$ cat config.mk
export PLATFORM = sky130hd
export DESIGN_NAME = bdf_mul
export DESIGN_NICKNAME = d
export VERILOG_FILES = /design/src/hdl/assert_macros.svh /design/src/hdl/bdf_mul.sv
export SDC_FILE = /design/constraint.sdc
export NUM_CORES = 2
export LEC_CHECK = 0
export BUFFER_PORTS_ARGS = -buffer_cell sky130_fd_sc_hd__buf_2
export CAP_MARGIN = 20
export CORE_MARGIN = 4
export CORE_UTILIZATION = 45
export DETAILED_ROUTE_END_ITERATION = 12
export PLACE_DENSITY = 0.64
export SYNTH_ARGS = -nofsm -noshare
export SYNTH_HDL_FRONTEND = slang
export SYNTH_SLANG_ARGS = --single-unit
$ cat constraint.sdc
create_clock -name clock -period 8.15 [get_ports clock]
set_input_delay 0.4075 -clock clock [delete_from_list [all_inputs] [get_ports clock]]
set_output_delay 0.4075 -clock clock [all_outputs]
set_load 0.01 [all_outputs]
$ cat src/hdl/assert_macros.svh
// ---------------------------------------------------------------------------
// Assertion macros
// Shared concurrent assertion shorthands; empty when SYNTH is defined.
// ---------------------------------------------------------------------------
`ifndef ASSERT_MACROS_SVH
`define ASSERT_MACROS_SVH
`ifndef SYNTH
// Property must hold at every rising clock edge outside reset.
`define BDF_ASSERT(label, clk, rst, prop) \
   label: assert property (@(posedge clk) disable iff (rst) prop) \
      else $error("assertion failed");
// Expression must never be true outside reset.
`define BDF_ASSERT_NEVER(label, clk, rst, expr) \
   label: assert property (@(posedge clk) disable iff (rst) !(expr)) \
      else $error("forbidden condition seen");
`else
`define BDF_ASSERT(label, clk, rst, prop)
`define BDF_ASSERT_NEVER(label, clk, rst, expr)
`endif
`endif

$ cat src/hdl/bdf_mul.sv
`timescale 1ns / 1ps
// ---------------------------------------------------------------------------
// Shared multiplier
// Unsigned 32 by 32 multiply with a registered 64-bit product.
// ---------------------------------------------------------------------------
module bdf_mul (
   input  logic        clock,
   input  logic [31:0] mul_a,
   input  logic [31:0] mul_b,
   output logic [63:0] prod_ff
);

   // One product per cycle, ready on the following cycle.
   always_ff @(posedge clock) begin
      prod_ff <= 64'(mul_a) * 64'(mul_b);
   end

endmodule

; Word-level counts from Yosys, hierarchy flattened
; Index checks and enable logic that the tools add are counted.
[word_totals]
ff_bits = 64
output_inout_bits = 64
word_cells = 2
input_bits = 65
[op_classes]
mul = 1
[ops]
columns = cell, count
row1 = multiplier 32 x 32 -> 64 bit, 1

; Longest topological paths before layout
[depth]
word_depth = 1
ltp_mapped = 29
mapped_depth_nobuf = 27

; Worst setup path before layout
; OpenSTA, ideal clock, no wires.
[synth_path]
path_kind = in2reg
from = input port mul_a[25]
to = register prod_ff[62]
arrival_ns = 7.089
n_path_buf = 2
setup_ns = 0.072
required_ns = 8.078
cell_stages = 25
slack_ns = 0.990
cell_sequence = clkbuf_1 nand2_1 fa_1 inv_1 fa_1 inv_1 fa_1 inv_1 fa_1 fa_1 fa_1 fa_1 inv_1 fa_1 inv_1 ha_1 buf_2 nand4_1 or4_1 or3_1 a31oi_1 a31o_2 a211oi_1 o21ai_1 xor2_1
[synth_via]
elab_chain_cells = 1
[synth_rtl]
columns = element, line
row1 = from (decl), bdf_mul.sv:8  ; input logic [31:0] mul_a,
row2 = multiplier 32 x 32 -> 64 bit, bdf_mul.sv:15  ; prod_ff <= 64'(mul_a) * 64'(mul_b);
row3 = to (signal assigned), bdf_mul.sv:15
row4 = to (decl), bdf_mul.sv:10  ; output logic [63:0] prod_ff
; No other way between the ends.

; Worst setup path after layout
[layout_path]
from = input port mul_a[10]
to = register prod_ff[62]
; The elaborated chain is that of the path after synthesis.

==> metrics <==
slowest cell delay on critical path=0.58 ns; mux cell area share after synthesis=0.000289; Most flops, register=prod_ff; post-route cell area=0.0366 sq mm; cts bufs inserted=9; GRT Total Usage=0.233; synth top area cells=fa_1, and2_1, ha_1; drt total wl=92200 microns; Endpoint, Worst Hold=prod_ff[0]$_DFF_P_; Routed Antenna Nets=0; Slew Viols, Final=0; sequential fraction of the synthesis area=0.0369; EDFF count, synth=0; largest family of logic cells by synthesized area=adder cells; slowest CP cell=fa_1; clk buf depth=2; initial core utilization=0.455; Placement Cell Area=0.0363 sq mm; core area=0.0762 sq mm; final hold violation count=0; CP Launch Type=input pin; Unique masters post-synth=57; simple-gate share of the synthesized area=0.176; Core Util, Final=0.481; CP Capture Type=flop; filler instances=7323; vias in the first global route=26657; Hold Path Stages=2; DR pass1 iterations=5; row count=101; crit-path cells=buf_2, nand2_1, fa_1, inv_1, fa_1, fa_1, fa_1, fa_1, fa_1, fa_1, inv_1, fa_1, inv_1, ha_1, nand2_1, or4_1, or3_1, a31oi_1, a31o_2, a211oi_1, o21ai_1, xor2_1; routability congestion estimate=0.904; most frequent CP cell=fa_1; clock-pin slew on the worst setup and hold paths=0.06 ns; hold path startpoint=mul_b[0]; fraction of the mapped netlist area in adder cells=0.612; area share of the largest cell type after synthesis=0.517; Wirelength per Cell=19.3 microns; first-pass GRT wire length=148000 microns; largest net degree at the start of global routing=33; quantity of gates resized following cts=0; slew margin rel.=0.506; die width=286 microns; H-tree Lvls=3; worst setup path category=in2reg; initial antenna violation count=6; Mapped Cells=3748; First DRT Iteration DRCs=1392; Die ar.=0.0816 sq mm; Post-DP HPWL=77600 microns; post-synthesis compound-gate area fraction=0.0415; Total Neg Setup Slack=0 ns; PortBufs=128; outcome=complete, no violations; NumNets Final=4964; CP required=8.43 ns; Post-synth top cells=fa_1, inv_1, and2_1; Largest regs=prod_ff (64); clk sink count=64; Synth Flop Type=dfxtp_1; Min-Delay Path Class=in2reg; fin crit period=7.75 ns; CTS tree=done; Worst Path Buf+Inv=4; Area growth, synth to finish=5.68%; RSZ-0062 raised after global routing=false; Ports=129; PnR worst setup slack=0.397 ns; crit-path max FO=29; via count=24528; top-count cell post-synth=fa_1; Avg Cell Area, Syn=9.25 sq um; share of post-route cells with drive strength above 1=0.0625; dpl ws=0.135 ns; highest clock rate=129 MHz; total number of yosys warnings=0; fin crit share=0.951; global route overflow=0; Largest register FFs=64; Post-Synth XOR/XNOR Area=0.0152; Syn Nets=4972; Post-CTS Hold Buffers=0; vias per cell=5.13; leading area contributor after synthesis=fa_1; post-synthesis cell area=0.0347 sq mm; number of max-cap violations=0; Arr. time, crit path=8.03 ns; postcts setup bufs=0; CTS root buf=clkbuf_16; Die Span Y=286 microns; Final Setup Violations=0; Slew @ Worst Pin=0.741 ns; # DRC=0; register bit total from synthesis=64; async set or reset register ratio after synthesis=0; CP top delay family=adder cells
cell usage in the layout, fill, tap and decap left out, drive strengths merged, types with 10 or more instances in the layout:
cell and count:
a21o 40, a21oi 66, a31oi 12, and2 602, and3 14, buf 201, dfxtp 64, fa 896
ha 263, inv 865, nand2 480, nand3 10, nand4 23, nor2 20, o21ai 26, o21bai 11
xnor2 35, xor2 25
kinds of logic after synthesis:
kind of cell / after synthesis
buffers and inverters: 1085
xor gates and xnor gates: 60
adders and majority gates: 1159
and+or+nand+nor: 1177
DFF: 64
AOI/OAI and AO/OA: 202
muxes: 1
how the worst max path moves through the flow:
| stage | startpoint | to | slack [ns] | cells after the start |
|---|---|---|---|---|
| after floorplan | mul_a[25] | prod_ff[62]$_DFF_P_ | 0.99 | 25 |
| after global placement | mul_a[13] | prod_ff[62]$_DFF_P_ | 0.22 | 22 |
| after detailed placement | mul_b[17] | prod_ff[62]$_DFF_P_ | 0.14 | 22 |
| after CTS | mul_a[10] | prod_ff[62]$_DFF_P_ | 0.49 | 22 |
| after global routing | mul_b[9] | prod_ff[62]$_DFF_P_ | 0.09 | 22 |
| final | mul_a[10] | prod_ff[62]$_DFF_P_ | 0.40 | 22 |
cell type report:
| class | count | area (sq um) | share of cell area |
|---|---|---|---|
| Multi-Input combinational cell | 2599 | 29300 | 0.800 |
| Inverter | 865 | 3250 | 0.0886 |
| Tap cell | 1030 | 1290 | 0.0352 |
| Sequential cell | 64 | 1280 | 0.0350 |
| Timing Repair Buffer | 201 | 1190 | 0.0324 |
| Clock buffer | 9 | 225 | 0.00615 |
| Clock inverter | 7 | 96.3 | 0.00263 |
| Antenna cell | 2 | 5.00 | 0.000137 |
layer usage:
metal  up-vias  wire length, microns  GRT usage
li1      10815                     -          -
met1     12796                 34600      0.281
met2       685                 48600      0.421
met3       224                  4080     0.0275
met4         8                  4900      0.102
met5         -                    50          0
metrics by stage:
stage	hold WS, ns	cells
finish	0.694	4777
global route	0.713	4775
CTS	0.675	4775
detailed placement	0.807	4759
global placement	0.804	4759
floorplan	0.535	3748
Power is left out: the tool's default activity adds up to more than one toggle a clock period on the data nets, which glitch-free logic cannot reach.
